$ cat src/design/hkst_pkg.sv
// shared constants and payload types for the held key slot table
package hkst_pkg;

  localparam int KEY_W = 16;
  localparam int ACT_W = 2;

  // action codes; the spare code behaves as a query
  localparam logic [ACT_W-1:0] ACT_INSERT = 2'd0;
  localparam logic [ACT_W-1:0] ACT_REMOVE = 2'd1;
  localparam logic [ACT_W-1:0] ACT_QUERY  = 2'd2;
  localparam logic [ACT_W-1:0] ACT_SPARE  = 2'd3;

  typedef logic [KEY_W-1:0] key_t;
  typedef logic [ACT_W-1:0] action_t;

endpackage

$ cat src/design/hkst_if.sv
// valid/ready channels for command items and result items
interface hkst_cmd_if;
  logic                 valid;
  logic                 ready;
  hkst_pkg::action_t    action;
  hkst_pkg::key_t       key_code;

  modport source (output valid, output action, output key_code, input ready);
  modport sink   (input valid, input action, input key_code, output ready);
endinterface

interface hkst_res_if;
  logic valid;
  logic ready;
  logic key_found;
  logic dropped;

  modport source (output valid, output key_found, output dropped, input ready);
  modport sink   (input valid, input key_found, input dropped, output ready);
endinterface

$ cat src/design/held_key_slot_table_unit.sv
// held key slot table: top level with input register, table and result register
//
//   channel | dir | handshake   | payload
//   cmd     | in  | valid/ready | action[1:0], key_code[15:0]
//   res     | out | valid/ready | key_found, dropped
//
// an item passes through the input register and then the result register;
// one item per cycle is sustained while res is not stalled.
// the compare against all slots and the free-slot priority search lie between
// the input register and the table/result registers.
// rst clears the valid bits, the used count and both stage valids; keys are not reset.
// when res is stalled the input register holds and cmd.ready drops once it is full.
module held_key_slot_table_unit #(
  parameter int SLOTS = 10
) (
  input logic       clk,
  input logic       rst,
  hkst_cmd_if.sink  cmd,
  hkst_res_if.source res
);
  import hkst_pkg::*;

  localparam int CNT_W = $clog2(SLOTS + 1);
  localparam int IDX_W = (SLOTS > 1) ? $clog2(SLOTS) : 1;

  // input register
  logic    s1_valid;
  action_t s1_action;
  key_t    s1_key;

  // table
  logic [SLOTS-1:0][KEY_W-1:0] slot_key;
  logic [SLOTS-1:0]            slot_valid;
  logic [SLOTS-1:0]            slot_valid_next;
  logic [CNT_W-1:0]            slots_used;
  logic [CNT_W-1:0]            slots_used_next;

  logic [SLOTS-1:0] hit;
  logic             found;
  logic             free_hit;
  logic [IDX_W-1:0] free_idx;

  logic             advance;
  logic             key_we;
  logic [IDX_W-1:0] key_idx;
  logic             drop;

  assign advance   = s1_valid && (!res.valid || res.ready);
  assign cmd.ready = !s1_valid || advance;

  always_ff @(posedge clk) begin
    if (rst) begin
      s1_valid <= 1'b0;
    end else if (cmd.valid && cmd.ready) begin
      s1_valid <= 1'b1;
    end else if (advance) begin
      s1_valid <= 1'b0;
    end
  end

  always_ff @(posedge clk) begin
    if (cmd.valid && cmd.ready) begin
      s1_action <= cmd.action;
      s1_key    <= cmd.key_code;
    end
  end

  hkst_lookup #(
    .SLOTS (SLOTS),
    .CNT_W (CNT_W),
    .IDX_W (IDX_W)
  ) u_lookup (
    .key        (s1_key),
    .slot_key   (slot_key),
    .slot_valid (slot_valid),
    .slots_used (slots_used),
    .hit        (hit),
    .found      (found),
    .free_hit   (free_hit),
    .free_idx   (free_idx)
  );

  always_comb begin
    slot_valid_next = slot_valid;
    slots_used_next = slots_used;
    key_we          = 1'b0;
    key_idx         = free_idx;
    drop            = 1'b0;
    case (s1_action)
      ACT_INSERT: begin
        if (!found) begin
          if (free_hit) begin
            key_we = 1'b1;
          end else if (slots_used < CNT_W'(SLOTS)) begin
            key_we          = 1'b1;
            key_idx         = slots_used[IDX_W-1:0];
            slots_used_next = slots_used + CNT_W'(1);
          end else begin
            drop = 1'b1;
          end
        end
        if (key_we) begin
          slot_valid_next[key_idx] = 1'b1;
        end
      end
      ACT_REMOVE: begin
        slot_valid_next = slot_valid & ~hit;
      end
      ACT_QUERY, ACT_SPARE: begin
      end
      default: begin
      end
    endcase
  end

  always_ff @(posedge clk) begin
    if (rst) begin
      slot_valid <= '0;
      slots_used <= '0;
    end else if (advance) begin
      slot_valid <= slot_valid_next;
      slots_used <= slots_used_next;
    end
  end

  always_ff @(posedge clk) begin
    if (advance && key_we) begin
      slot_key[key_idx] <= s1_key;
    end
  end

  // result register
  always_ff @(posedge clk) begin
    if (rst) begin
      res.valid <= 1'b0;
    end else if (advance) begin
      res.valid <= 1'b1;
    end else if (res.ready) begin
      res.valid <= 1'b0;
    end
  end

  always_ff @(posedge clk) begin
    if (advance) begin
      res.key_found <= found;
      res.dropped   <= drop;
    end
  end

  // valid slots lie below the used count
  logic [SLOTS-1:0] below_used;
  always_comb begin
    for (int i = 0; i < SLOTS; i++) begin
      below_used[i] = CNT_W'(i) < slots_used;
    end
  end

  a_valid_below_used: assert property (@(posedge clk) disable iff (rst)
    (slot_valid & ~below_used) == '0)
    else $error("valid slot at or above used count");

  a_used_never_shrinks: assert property (@(posedge clk) disable iff (rst)
    $past(!rst) |-> slots_used >= $past(slots_used))
    else $error("used count decreased");

  a_drop_only_when_full: assert property (@(posedge clk) disable iff (rst)
    res.valid && res.dropped |-> slots_used == CNT_W'(SLOTS) && !res.key_found)
    else $error("drop reported while table not full or key held");

endmodule

$ cat src/design/hkst_lookup.sv
// parallel key compare and highest free slot search over the table
module hkst_lookup #(
  parameter int SLOTS = 10,
  parameter int CNT_W = 4,
  parameter int IDX_W = 4
) (
  input  hkst_pkg::key_t                   key,
  input  logic [SLOTS-1:0][hkst_pkg::KEY_W-1:0] slot_key,
  input  logic [SLOTS-1:0]                 slot_valid,
  input  logic [CNT_W-1:0]                 slots_used,
  output logic [SLOTS-1:0]                 hit,
  output logic                             found,
  output logic                             free_hit,
  output logic [IDX_W-1:0]                 free_idx
);
  import hkst_pkg::*;

  always_comb begin
    hit = '0;
    for (int i = 0; i < SLOTS; i++) begin
      hit[i] = slot_valid[i] && (slot_key[i] == key);
    end
    found = |hit;
  end

  // later slots override earlier ones, so the highest free slot wins
  always_comb begin
    free_hit = 1'b0;
    free_idx = '0;
    for (int i = 0; i < SLOTS; i++) begin
      if ((CNT_W'(i) < slots_used) && !slot_valid[i]) begin
        free_hit = 1'b1;
        free_idx = IDX_W'(i);
      end
    end
  end

endmodule
$ cat src/flat_wrapper.sv
// flat-port wrapper written by rule: the top's interface ports become plain ports
module held_key_slot_table_unit_flat import hkst_pkg::*;
#(
  parameter int SLOTS = 10
)
  (clk, rst, cmd_valid, cmd_action, cmd_key_code, cmd_ready, res_valid, res_key_found, res_dropped, res_ready);
  hkst_cmd_if cmd_i ();
  hkst_res_if res_i ();
  input logic clk;
  input logic rst;
  input wire logic [$bits(cmd_i.valid)-1:0] cmd_valid;
  input wire logic [$bits(cmd_i.action)-1:0] cmd_action;
  input wire logic [$bits(cmd_i.key_code)-1:0] cmd_key_code;
  output wire logic [$bits(cmd_i.ready)-1:0] cmd_ready;
  output wire logic [$bits(res_i.valid)-1:0] res_valid;
  output wire logic [$bits(res_i.key_found)-1:0] res_key_found;
  output wire logic [$bits(res_i.dropped)-1:0] res_dropped;
  input wire logic [$bits(res_i.ready)-1:0] res_ready;
  assign cmd_i.valid = cmd_valid;
  assign cmd_i.action = cmd_action;
  assign cmd_i.key_code = cmd_key_code;
  assign cmd_ready = cmd_i.ready;
  assign res_valid = res_i.valid;
  assign res_key_found = res_i.key_found;
  assign res_dropped = res_i.dropped;
  assign res_i.ready = res_ready;
  held_key_slot_table_unit #(.SLOTS(SLOTS)) u_core (.clk(clk), .rst(rst), .cmd(cmd_i), .res(res_i));
endmodule
$ cat config.mk
export PLATFORM = sky130hd
export DESIGN_NAME = held_key_slot_table_unit_flat
export DESIGN_NICKNAME = d
export VERILOG_FILES = /design/src/design/hkst_pkg.sv /design/src/design/hkst_if.sv /design/src/design/held_key_slot_table_unit.sv /design/src/design/hkst_lookup.sv /design/src/flat_wrapper.sv
export SDC_FILE = /design/constraint.sdc
export NUM_CORES = 1
export LEC_CHECK = 0
export BUFFER_PORTS_ARGS = -buffer_cell sky130_fd_sc_hd__buf_4
export CAP_MARGIN = 20
export CORE_UTILIZATION = 35
export CTS_CLUSTER_SIZE = 24
export DETAILED_ROUTE_END_ITERATION = 8
export GPL_TIMING_DRIVEN = 0
export SYNTH_ARGS = -nofsm -noshare
export SYNTH_HDL_FRONTEND = slang
export SYNTH_HIERARCHICAL = 1
export SYNTH_SLANG_ARGS = --single-unit
$ cat constraint.sdc
create_clock -name clk -period 5.1 [get_ports clk]
set_clock_uncertainty 0.15 [all_clocks]
set_input_delay 0.255 -clock clk [delete_from_list [all_inputs] [get_ports clk]]
set_output_delay 0.255 -clock clk [all_outputs]
set_load 0.1 [all_outputs]
* Word level (Yosys, flattened, before mapping)
Index checks and enable logic that the tools add are counted.
** Operators by class
- Div/mod/pow operators :: 0
- Add/subtract/negate cells :: 1
- Reductions and logical operators :: 47
- Mux-type cells :: 41
- Multiply operators :: 0
- Shift-type cells :: 0
- Bitwise operators :: 6
- Equality and inequality tests :: 12
- Magnitude comparators :: 15
** Operators by type and width (number)
- 160-bit bitwise mux :: 1
- 16-bit == test :: 10
- 16-bit demux with 4-bit select :: 1
- 4-bit 2-to-1 mux :: 13
- 1-bit logical AND :: 25
- 1-bit 2-to-1 mux :: 22
- 10-bit case mux with 2 select lines :: 1
- 3-bit by 4-bit < comparator with 1-bit output, first input constant :: 4
- 16-bit 2-to-1 mux :: 1
- 1-bit logical NOT :: 12
- 12-bit OR reduction :: 1
- 10-bit bitwise AND :: 1
- 4-bit by 5-bit < comparator with 1-bit output, second input constant :: 2
- 10-bit 2-to-1 mux :: 1
- 10-bit NOT :: 1
- 10-bit OR :: 1
- 10-bit OR reduction :: 1
- 4-bit by 1-bit greater-or-equal comparator with 1-bit output, second input constant :: 2
- 1-bit by 4-bit < comparator with 1-bit output, first input constant :: 2
- 2-bit by 4-bit < comparator with 1-bit output, first input constant :: 2
- 4-bit < comparator, first input constant :: 2
- 2-bit nonzero test :: 3
- 5-bit AND reduction :: 1
- 4-bit by 1-bit adder with 4-bit output, second input constant :: 1
- other kinds (8) :: 11
** Storage, ports and cells
- Word-level logic and storage cells :: 140
- Bits in writable memories :: 0
- Output and inout port bits :: 4
- Bits in latches :: 0
- Register bits after elaboration :: 196
- Memories kept :: 0
- Bits of input ports :: 22
- Memory bits (read-only) :: 0

* Longest topological paths before layout
Gate-level depths: netlist of the first run.
- Word-level depth :: 22
- Depth in mapped cells :: 13
- Gate-level depth less buffers :: 10

* By module
The synthesis of the first run kept the hierarchy.
** By module, submodules not included
- held_key_slot_table_unit :: seq. area each 5725.5 um^2, area an instance 6555.0 um^2, cells an instance 318, instances 1
- hkst_lookup :: seq. area each 0.0 um^2, area an instance 2163.3 um^2, cells an instance 276, instances 1

* Worst setup path after synthesis of the first run
OpenSTA, ideal clock, no wires.
- Path kind :: register to register
- Start point :: reg u_core.s1_key[15]
- End point :: reg u_core/slot_key[16] (netlist bit) (enable)
- Path buffers :: 3
- Setup time :: 0.430 ns
- Slack :: 0.454 ns
- Data required time :: 4.520 ns
- Arrival :: 4.066 ns
- Clock period less this slack :: 4.646 ns
- Cell stages (with the launch flop) :: 14
- Cells stage by stage :: edfxtp_1 -> buf_4 -> xor2_1 -> nor4_1 -> nand4_1 -> nor4_2 -> nor4_1 -> nand3_1 -> buf_2 -> or4_4 -> buf_6 -> nor2_4 -> a32oi_2 -> nor4_1
** On the way
- Longest elaborated chain between the ends :: 7
- Elaborated cells between the ends (all ways) :: 25
- Those cells by class :: eq/ne (10); mux (3); reduce/logical (12)
** RTL lines
- start, declared :: RTL line held_key_slot_table_unit.sv:29 : key_t s1_key;
- start signal, assigned :: RTL line held_key_slot_table_unit.sv:64 : s1_key <= cmd.key_code;
- 16-bit == test :: RTL line hkst_lookup.sv:21 : hit[i] = slot_valid[i] && (slot_key[i] == key);
- 1-bit logical AND :: RTL line hkst_lookup.sv:21
- via u_core.hit[3] :: RTL line held_key_slot_table_unit.sv:38 : logic [SLOTS-1:0] hit;
- 10-bit OR reduction :: RTL line hkst_lookup.sv:23 : found = |hit;
- via u_core.found :: RTL line held_key_slot_table_unit.sv:39 : logic found;
- 1-bit 2-to-1 mux :: RTL line held_key_slot_table_unit.sv:91 : if (!found) begin
- 1-bit 2-to-1 mux (2 in series) :: RTL line held_key_slot_table_unit.sv:89 : case (s1_action)
- 1-bit logical AND :: RTL line held_key_slot_table_unit.sv:127 : if (advance && key_we) begin
- end signal, assigned by index :: RTL line held_key_slot_table_unit.sv:128 : slot_key[key_idx] <= s1_key;
- end, declared :: RTL line held_key_slot_table_unit.sv:32 : logic [SLOTS-1:0][KEY_W-1:0] slot_key;
The timed path passes the listed nets, and every way through them passes these cells. The select of a mux whose other input is x is not followed.
A chain may end at the register's enable or synchronous reset.

* Worst setup path after layout of the first run
- Start point :: reg u_core.s1_key[9]
- End point :: reg u_core/slot_key[130] (netlist bit) (enable)
The elaborated chain is that of the path after synthesis.

==> load_flow_metrics.sql, run 1 <==
INSERT INTO impl_metrics (metric_group, metric, value, unit) VALUES
('synth', 'syn-instance-count', '594', ''),
('setup_path', 'critical_path.slowest_cell', 'sky130_fd_sc_hd__edfxtp_1', ''),
('layout', 'finalCoreUtilization', '42.6', '%'),
('synth', 'synth.yosys.seq_area_share', '65.7', '%'),
('routing', 'antenna_violating_nets_post_route', '0', ''),
('die', 'placementRows', '57', ''),
('synth', 'synth-edff-count', '180', ''),
('global_routing', 'grt_start_max_net_pins', '19', ''),
('layout', 'layout-area-overhead-vs-synth', '19.2', '%'),
('timing', 'finalCritPeriodShare', '94.6', '%'),
('timing', 'max_freq', '207', 'MHz'),
('layout', 'n_fill_cell', '2203', ''),
('routing', 'post-route-drc-count', '0', ''),
('layout', 'layout-drive-gt1-share', '19.6', '%'),
('routing', 'wirelength', '20.9', 'mm'),
('setup_path', 'required_arrival_time_at_the_worst_endpoint', '5.09', 'ns'),
('routing', 'firstDrtPassIters', '4', ''),
('hold_path', 'holdCritStartpoint', 'rst', ''),
('global_routing', 'antenna_found_initial', '0', ''),
('routing', 'dr_total_vias', '5218', ''),
('routing', 'initialDrtViolationCount', '349', ''),
('die', 'total_die_area', '25500', 'sq um'),
('routing', 'per_cell_routed_wire_length', '20.6', 'um'),
('setup_path', 'criticalPathCategory', 'reg2reg', ''),
('cts', 'tritoncts', 'yes', ''),
('layout', 'multi_input_area', '2840', 'sq um'),
('synth', 'postSynthAreaPerCell', '14.7', 'sq um'),
('timing', 'timing.slew.headroom', '46.1', '%'),
('timing', 'hold_violations', '0', ''),
('synth', 'synth-seq-cells', '196', ''),
('placed_design', 'place.detailed.hpwl', '14.2', 'mm'),
('setup_path', 'worst-endpoint-arrival', '4.82', 'ns'),
('cts', 'root_buffer', 'sky130_fd_sc_hd__clkbuf_16', ''),
('pwr', 'power_per_cell_area', '324', 'nW/um^2'),
('run', 'cap_viol_max_count', '0', ''),
('die', 'core_area', '24400', 'sq um'),
('die', 'initial_cell_density_of_the_core', '35.7', '%'),
('pwr', 'ir_worst_vdd', '0.197', 'mV'),
('run_status', 'status', 'completed', ''),
('routing', 'avgViaCountPerCell', '5.15', ''),
('layout', 'most-common-layout-cells', 'sky130_fd_sc_hd__edfxtp_1 (180), sky130_fd_sc_hd__xnor2_1 (109), sky130_fd_sc_hd__xor2_1 (52), sky130_fd_sc_hd__buf_4 (45), sky130_fd_sc_hd__nand4_1 (29)', ''),
('synth', 'yosys_warnings', '6', ''),
('layout', 'stdcell_count', '1014', ''),
('placed_design', 'routabilityCongestion', '0.904', ''),
('synth', 'syn-cell-area', '8720', 'sq um'),
('hold_path', 'worstHoldPathType', 'in2reg', ''),
('layout', 'net_total_in_the_final_layout', '701', ''),
('timing', 'final.min_clock_period', '4.82', 'ns'),
('timing', 'worst_slew_pin_slew', '0.808', 'ns'),
('placed_design', 'placed_cells', '963', ''),
('cts', 'cts-root-to-sink-buffers', '2', ''),
('cts', 'clkSinkCount', '196', ''),
('setup_path', 'crit_path_start_kind', 'flop', ''),
('global_routing', 'grt_first_pass_wirelength', '31.3', 'mm'),
('global_routing', 'vias_in_the_first_global_route', '5036', ''),
('setup_path', 'crit_path_cell_trace', 'buf_6, xor2_1, nor4_1, nand4_1, nor4_2, nor4_1, nand3_1, buf_2, nor3_2, o22ai_1, a32oi_1, nor4_2, buf_4', ''),
('setup_path', 'startpoint_of_the_lowest_slack_register_to_register_path', 'u_core/s1_key[9]', ''),
('setup_path', 'timing.critical_path.to_type', 'flop', ''),
('synth', 'ys.flop_type', 'sky130_fd_sc_hd__edfxtp_1', ''),
('synth', 'synth_nets', '617', ''),
('pwr', 'leakage_power', '3.28', 'nW'),
('setup_path', 'critPathMaxStageDelay', '0.75', 'ns'),
('global_routing', 'grt.overflow.total', '0', ''),
('layout', 'mostFrequentLayoutCell', 'sky130_fd_sc_hd__edfxtp_1', ''),
('synth', 'synth.top_cells.by_area', 'sky130_fd_sc_hd__edfxtp_1 (62%), sky130_fd_sc_hd__xnor2_1 (11%), sky130_fd_sc_hd__xor2_1 (5.2%), sky130_fd_sc_hd__dfxtp_1 (3.7%), sky130_fd_sc_hd__nand4_1 (2.1%)', ''),
('timing', 'setup_viol', '0', ''),
('cts', 'worst_setup_hold_path_clk_slew', '0.07', 'ns'),
('synth', 'synth_top_area_share', '62.0', '%'),
('synth', 'postSynth.asyncResetShare', '0', '%'),
('timing', 'finalMaxSlewViolations', '0', ''),
('layout', 'sequential_cell_area', '5730', 'sq um');
[area by class of cell]
class | count | area share (%)
Sequential cell | 196 | 55.1
Buffer | 26 | 2.07
Multi-Input combinational cell | 362 | 27.3
Clock inverter | 13 | 1.65
Tap cell | 324 | 3.90
Clock buffer | 18 | 4.13
Timing Repair Buffer | 65 | 5.48
Inverter | 10 | 0.361
[stage by stage]
stage	setup WS [ns]	hold slack [ns]	instance area, sq um	setup TNS, ns	power, mW
6_report	0.277	0.0976	10400	0	3.37
5_1_grt	0.00631	0.102	10400	0	3.46
4_1_cts	0.138	0.0702	10400	0	3.39
3_5_place_dp	-0.203	0.284	9560	-3.48	2.03
3_3_place_gp	-2.21	0.283	9300	-312.94	2.02
2_1_floorplan	0.454	0.204	8720	0	1.95
[power by group]
group	internal, mW	switching, mW
Combinational	0.0896	0.117
Clock	0.739	0.617
Sequential	1.77	0.0356
Total	2.60	0.770
[routing by layer]
metal	share of wire (%)	routed length, um	vias to the layer above	global-route usage [%]
met1	45	9310	2679	21.9
met3	4.5	938	19	3.43
met5	0	0	-	0
met4	2.0	421	0	5.54
met2	49	10200	139	28.1
li1	-	-	2381	-
[worst paths after layout]
| path | to | slack (ns) | cells after the start |
|---|---|---|---|
| worst max-delay path | u_core/slot_key[130] | 0.28 | 13 |
| worst max register to register | u_core/slot_key[130] | 0.28 | 13 |
| worst min-delay path | u_core/slots_used[0] | 0.1 | 2 |
| worst min register to register | u_core/slot_valid[1] | 0.40 | 1 |
[synth_stat cells (2+ instances only)]
cell,n
sky130_fd_sc_hd__a2111oi_4,2
sky130_fd_sc_hd__a211o_2,2
sky130_fd_sc_hd__a211oi_1,3
sky130_fd_sc_hd__a21oi_1,19
sky130_fd_sc_hd__a31o_2,6
sky130_fd_sc_hd__a32o_1,2
sky130_fd_sc_hd__a32oi_1,3
sky130_fd_sc_hd__and2_1,3
sky130_fd_sc_hd__buf_2,4
sky130_fd_sc_hd__buf_4,4
sky130_fd_sc_hd__buf_6,13
sky130_fd_sc_hd__clkbuf_1,4
sky130_fd_sc_hd__dfxtp_1,16
sky130_fd_sc_hd__edfxtp_1,180
sky130_fd_sc_hd__inv_1,10
sky130_fd_sc_hd__nand2_1,23
sky130_fd_sc_hd__nand3_1,3
sky130_fd_sc_hd__nand4_1,29
sky130_fd_sc_hd__nor2_1,21
sky130_fd_sc_hd__nor2b_1,2
sky130_fd_sc_hd__nor3_1,9
sky130_fd_sc_hd__nor4_1,24
sky130_fd_sc_hd__nor4_2,10
sky130_fd_sc_hd__o21a_1,2
sky130_fd_sc_hd__o21ai_0,5
sky130_fd_sc_hd__o22a_1,2
sky130_fd_sc_hd__o22ai_1,6
sky130_fd_sc_hd__or3_1,3
sky130_fd_sc_hd__or4_4,2
sky130_fd_sc_hd__xnor2_1,109
sky130_fd_sc_hd__xor2_1,52
[sequential cells by signal, indices dropped and copies added, names as in the netlist]
signal,flops
u_core/slot_key,160
u_core/s1_key,16
u_core/slot_valid,10
u_core/slots_used,4
u_core/s1_action,2
u_core/res.dropped,1
u_core/res.key_found,1
u_core/res.valid,1
u_core/s1_valid,1
[logic make-up (layout without fill, tap and decap cells)]
| group | count (synthesis) | after routing | share of synthesized area (%) |
|---|---|---|---|
| XOR/XNOR | 161 | 161 | 16.2 |
| adder cells (fa/ha/maj) | 1 | 1 | 0.143 |
| multiplexers | 1 | 1 | 0.115 |
| AND/OR/NAND/NOR | 135 | 135 | 9.23 |
| AO/OA/AOI/OAI | 64 | 64 | 5.77 |
| buffers and inverters | 36 | 132 | 2.90 |
| flip-flops | 196 | 196 | 65.7 |
[worst max-delay path: cells and delay by family (launching register included)]
kind / cells / cell delay (ns)
buf+inv: 3 / 0.86
xor+xnor: 1 / 0.09
simple gates: 7 / 2.02
flops: 1 / 0.75
compound gates: 2 / 0.64
[what timing repair did]
action                                 CTS  global route
hold buffers                            20             0
setup buffers                            0             0
endpoints found under the hold margin   20             0
gates resized for setup                  4             1
setup endpoints to repair               52             7
gates cloned                             0             0
(Power assumes the default switching activity.)
==> run 2: changes to the inputs <==
--- a/config.mk
+++ b/config.mk
@@ -8,9 +8,11 @@
 export BUFFER_PORTS_ARGS = -buffer_cell sky130_fd_sc_hd__buf_4
 export CAP_MARGIN = 20
 export CORE_UTILIZATION = 35
+export CTS_CLUSTER_DIAMETER = 80
 export CTS_CLUSTER_SIZE = 24
 export DETAILED_ROUTE_END_ITERATION = 8
 export GPL_TIMING_DRIVEN = 0
+export REMOVE_ABC_BUFFERS = 1
 export SYNTH_ARGS = -nofsm -noshare
 export SYNTH_HDL_FRONTEND = slang
 export SYNTH_HIERARCHICAL = 1
==> run 2 against run 1 <==
Combinational power is 28% higher; sequential share of layout area is 1.6 points lower; clock-buffer cell count fell by 1.
==> load_flow_metrics.sql, run 2 (synthesis results as in run 1) <==
INSERT INTO impl_metrics (metric_group, metric, value, unit) VALUES
('cts', 'tritoncts', 'yes', ''),
('layout', 'net_total_in_the_final_layout', '724', ''),
('routing', 'firstDrtPassIters', '5', ''),
('timing', 'hold_violations', '0', ''),
('setup_path', 'criticalPathCategory', 'reg2reg', ''),
('setup_path', 'cp_top_family', 'simple AND/OR/NAND/NOR gates', ''),
('setup_path', 'crit_path_start_kind', 'flop', ''),
('placed_design', 'routabilityCongestion', '0.875', ''),
('hold_path', 'worstHoldPathType', 'in2reg', ''),
('timing', 'setup_tns', '0', 'ns'),
('cts', 'root_buffer', 'sky130_fd_sc_hd__clkbuf_16', ''),
('timing', 'worst_slew_pin_slew', '1.04', 'ns'),
('global_routing', 'grt_start_max_net_pins', '21', ''),
('pwr', 'combinationalPowerShare', '7.8', '%'),
('layout', 'layout-drive-gt1-share', '22.7', '%'),
('timing', 'finalMaxSlewViolations', '0', ''),
('cts', 'clkSinkCount', '196', ''),
('setup_path', 'worst-endpoint-arrival', '4.78', 'ns'),
('placed_design', 'place_worst_setup_slack', '-0.0523', 'ns'),
('pwr', 'switching_share', '23.6', '%'),
('timing', 'setup_viol', '0', ''),
('layout', 'registers.top_by_ff_count', 'u_core/slot_key', ''),
('layout', 'layout-area-overhead-vs-synth', '22.9', '%'),
('die', 'die-width', '160', 'um'),
('layout', 'antenna_cells_inserted', '0', ''),
('setup_path', 'path_max_fanout', '12', ''),
('die', 'placementRows', '57', ''),
('cts', 'cts-root-to-sink-buffers', '2', ''),
('pwr', 'power.internal', '2.58', 'mW'),
('global_routing', 'grt_util_all_layers', '16.7', '%'),
('timing', 'final.min_clock_period', '4.79', 'ns'),
('placed_design', 'place.detailed.hpwl', '11.6', 'mm'),
('layout', 'finalCoreUtilization', '43.9', '%'),
('global_routing', 'vias_in_the_first_global_route', '5145', ''),
('routing', 'dr_total_vias', '5378', ''),
('pwr', 'share_clk_of_total_power', '39.2', '%'),
('die', 'top_level_ports', '26', ''),
('timing', 'rsz0062_at_grt', 'false', ''),
('timing', 'max_freq', '209', 'MHz'),
('layout', 'reg.largest.list', 'u_core/slot_key: 160 flops, u_core/s1_key: 16 flops, u_core/slot_valid: 10 flops', ''),
('routing', 'antenna_violating_nets_post_route', '0', ''),
('setup_path', 'required_arrival_time_at_the_worst_endpoint', '5.09', 'ns'),
('routing', 'initialDrtViolationCount', '503', ''),
('setup_path', 'timing.critical_path.to_type', 'flop', ''),
('pwr', 'seq_power_share', '53.0', '%'),
('setup_path', 'critPathMaxStageDelay', '0.80', 'ns'),
('pwr', 'power_per_cell_area', '316', 'nW/um^2'),
('routing', 'per_cell_routed_wire_length', '21.0', 'um'),
('setup_path', 'critical_path.slowest_cell', 'sky130_fd_sc_hd__nor4_2', ''),
('die', 'initial_cell_density_of_the_core', '35.7', '%'),
('cts', 'clk_latency', '0.43', 'ns'),
('die', 'floorplan.die.height', '160', 'um'),
('routing', 'post-route-drc-count', '0', ''),
('routing', 'wirelength', '21.8', 'mm'),
('pwr', 'leakage_power', '3.46', 'nW'),
('placed_design', 'placement.io_buffers', '25', ''),
('routing', 'avgViaCountPerCell', '5.18', ''),
('timing', 'finalCritPeriodShare', '94.0', '%'),
('layout', 'most-common-layout-cells', 'sky130_fd_sc_hd__edfxtp_1 (180), sky130_fd_sc_hd__xnor2_1 (109), sky130_fd_sc_hd__buf_4 (66), sky130_fd_sc_hd__xor2_1 (52), sky130_fd_sc_hd__nand4_1 (29)', ''),
('timing', 'timing.slew.headroom', '30.8', '%'),
('layout', 'mostFrequentLayoutCell', 'sky130_fd_sc_hd__edfxtp_1', ''),
('cts', 'cts_inserted_buffers', '17', ''),
('setup_path', 'crit_path_cell_trace', 'buf_16, xor2_1, nor4_1, nand4_1, nor3_1, nor4_1, nand3_1, nor3_2, o22ai_1, a32oi_2, nor4_2, buf_4', ''),
('pwr', 'p_sw', '798', 'uW'),
('pwr', 'ir_worst_vdd', '0.206', 'mV'),
('run', 'cap_viol_max_count', '0', ''),
('layout', 'flip_flop_count_of_the_largest_register_all_copies_and_words_added', '160', ''),
('timing', 'final_critical_path_setup_slack', '0.305', 'ns'),
('setup_path', 'cp_common_cell', 'sky130_fd_sc_hd__nor4_1', ''),
('cts', 'worst_setup_hold_path_clk_slew', '0.08', 'ns'),
('layout', 'n_fill_cell', '2149', ''),
('die', 'core_area', '24400', 'sq um'),
('cts', 'cts-htree-levels', '4', ''),
('die', 'total_die_area', '25500', 'sq um'),
('setup_path', 'worst_path_buf_inv', '2', ''),
('global_routing', 'grt_first_pass_wirelength', '31.0', 'mm'),
('global_routing', 'grt.overflow.total', '0', ''),
('run_status', 'status', 'completed', ''),
('global_routing', 'antenna_found_initial', '0', '');
==> run 2: cell types whose count changed in the layout (fill, tap and decap cells not counted), sizes merged <==
| cell | previous run | this run |
|---|---|---|
| buf | 67 | 91 |
| dlygate4sd3 | 20 | 22 |
| inv | 14 | 17 |
| clkbuf | 22 | 18 |
| clkinv | 5 | 4 |
| clkinvlp | 2 | 3 |
| bufinv | 2 | 1 |
==> run 2: final timing paths <==
check / startpoint / end / depth (start not counted) / slack [ns]
worst max-delay path: u_core/s1_key[14] / u_core/slot_key[85] / 12 / 0.31
worst min-delay path: cmd_key_code[8] / u_core/s1_key[8] / 2 / 0.38
worst max register to register: u_core/s1_key[14] / u_core/slot_key[85] / 12 / 0.31
worst min register to register: u_core/slot_valid[1] / u_core/slot_valid[1] / 1 / 0.39
==> run 2: repair_timing <==
action / CTS / global route
gates resized for setup: 0 / 2
setup buffers: 7 / 42
hold buffers: 22 / 0
hold endpoints to repair: 23 / 0
cloned: 0 / 0
endpoints found under the setup margin: 9 / 82
==> run 2: layer usage <==
layer | vias to the layer above | track usage [%] | routed length [um]
met5 | - | 0 | 0
met4 | 0 | 4.50 | 240
met3 | 14 | 3.12 | 1180
met2 | 172 | 25.8 | 10100
met1 | 2761 | 24.1 | 10300
li1 | 2431 | - | -
==> run 2: through the flow <==
stage	power [mW]	instances	area [sq um]	hold slack, ns
6_report	3.38	1038	10700	0.379
3_3_place_gp	2.00	917	9100	0.283
5_1_grt	3.48	1038	10700	0.368
2_1_floorplan	1.94	568	8500	0.174
4_1_cts	3.36	992	10200	0.364
3_5_place_dp	2.01	931	9290	0.284
==> run 2: power by group through the flow <==
stage,sequential [mW],combinational [mW],clock (mW)
3_3_place_gp,1.88,0.122,0
2_1_floorplan,1.85,0.0876,0
5_1_grt,1.80,0.278,1.41
3_5_place_dp,1.88,0.134,0
6_report,1.79,0.264,1.33
4_1_cts,1.84,0.173,1.35
==> run 2: layout make-up <==
class	instances	area (sq um)	area share (%)
timing repair buffer	114	1130	10.6
clock inverter	15	166	1.55
multi-input combinational	362	2820	26.3
sequential	196	5730	53.4
tap	324	405	3.78
inverter	10	37.5	0.350
clock buffer	17	425	3.97
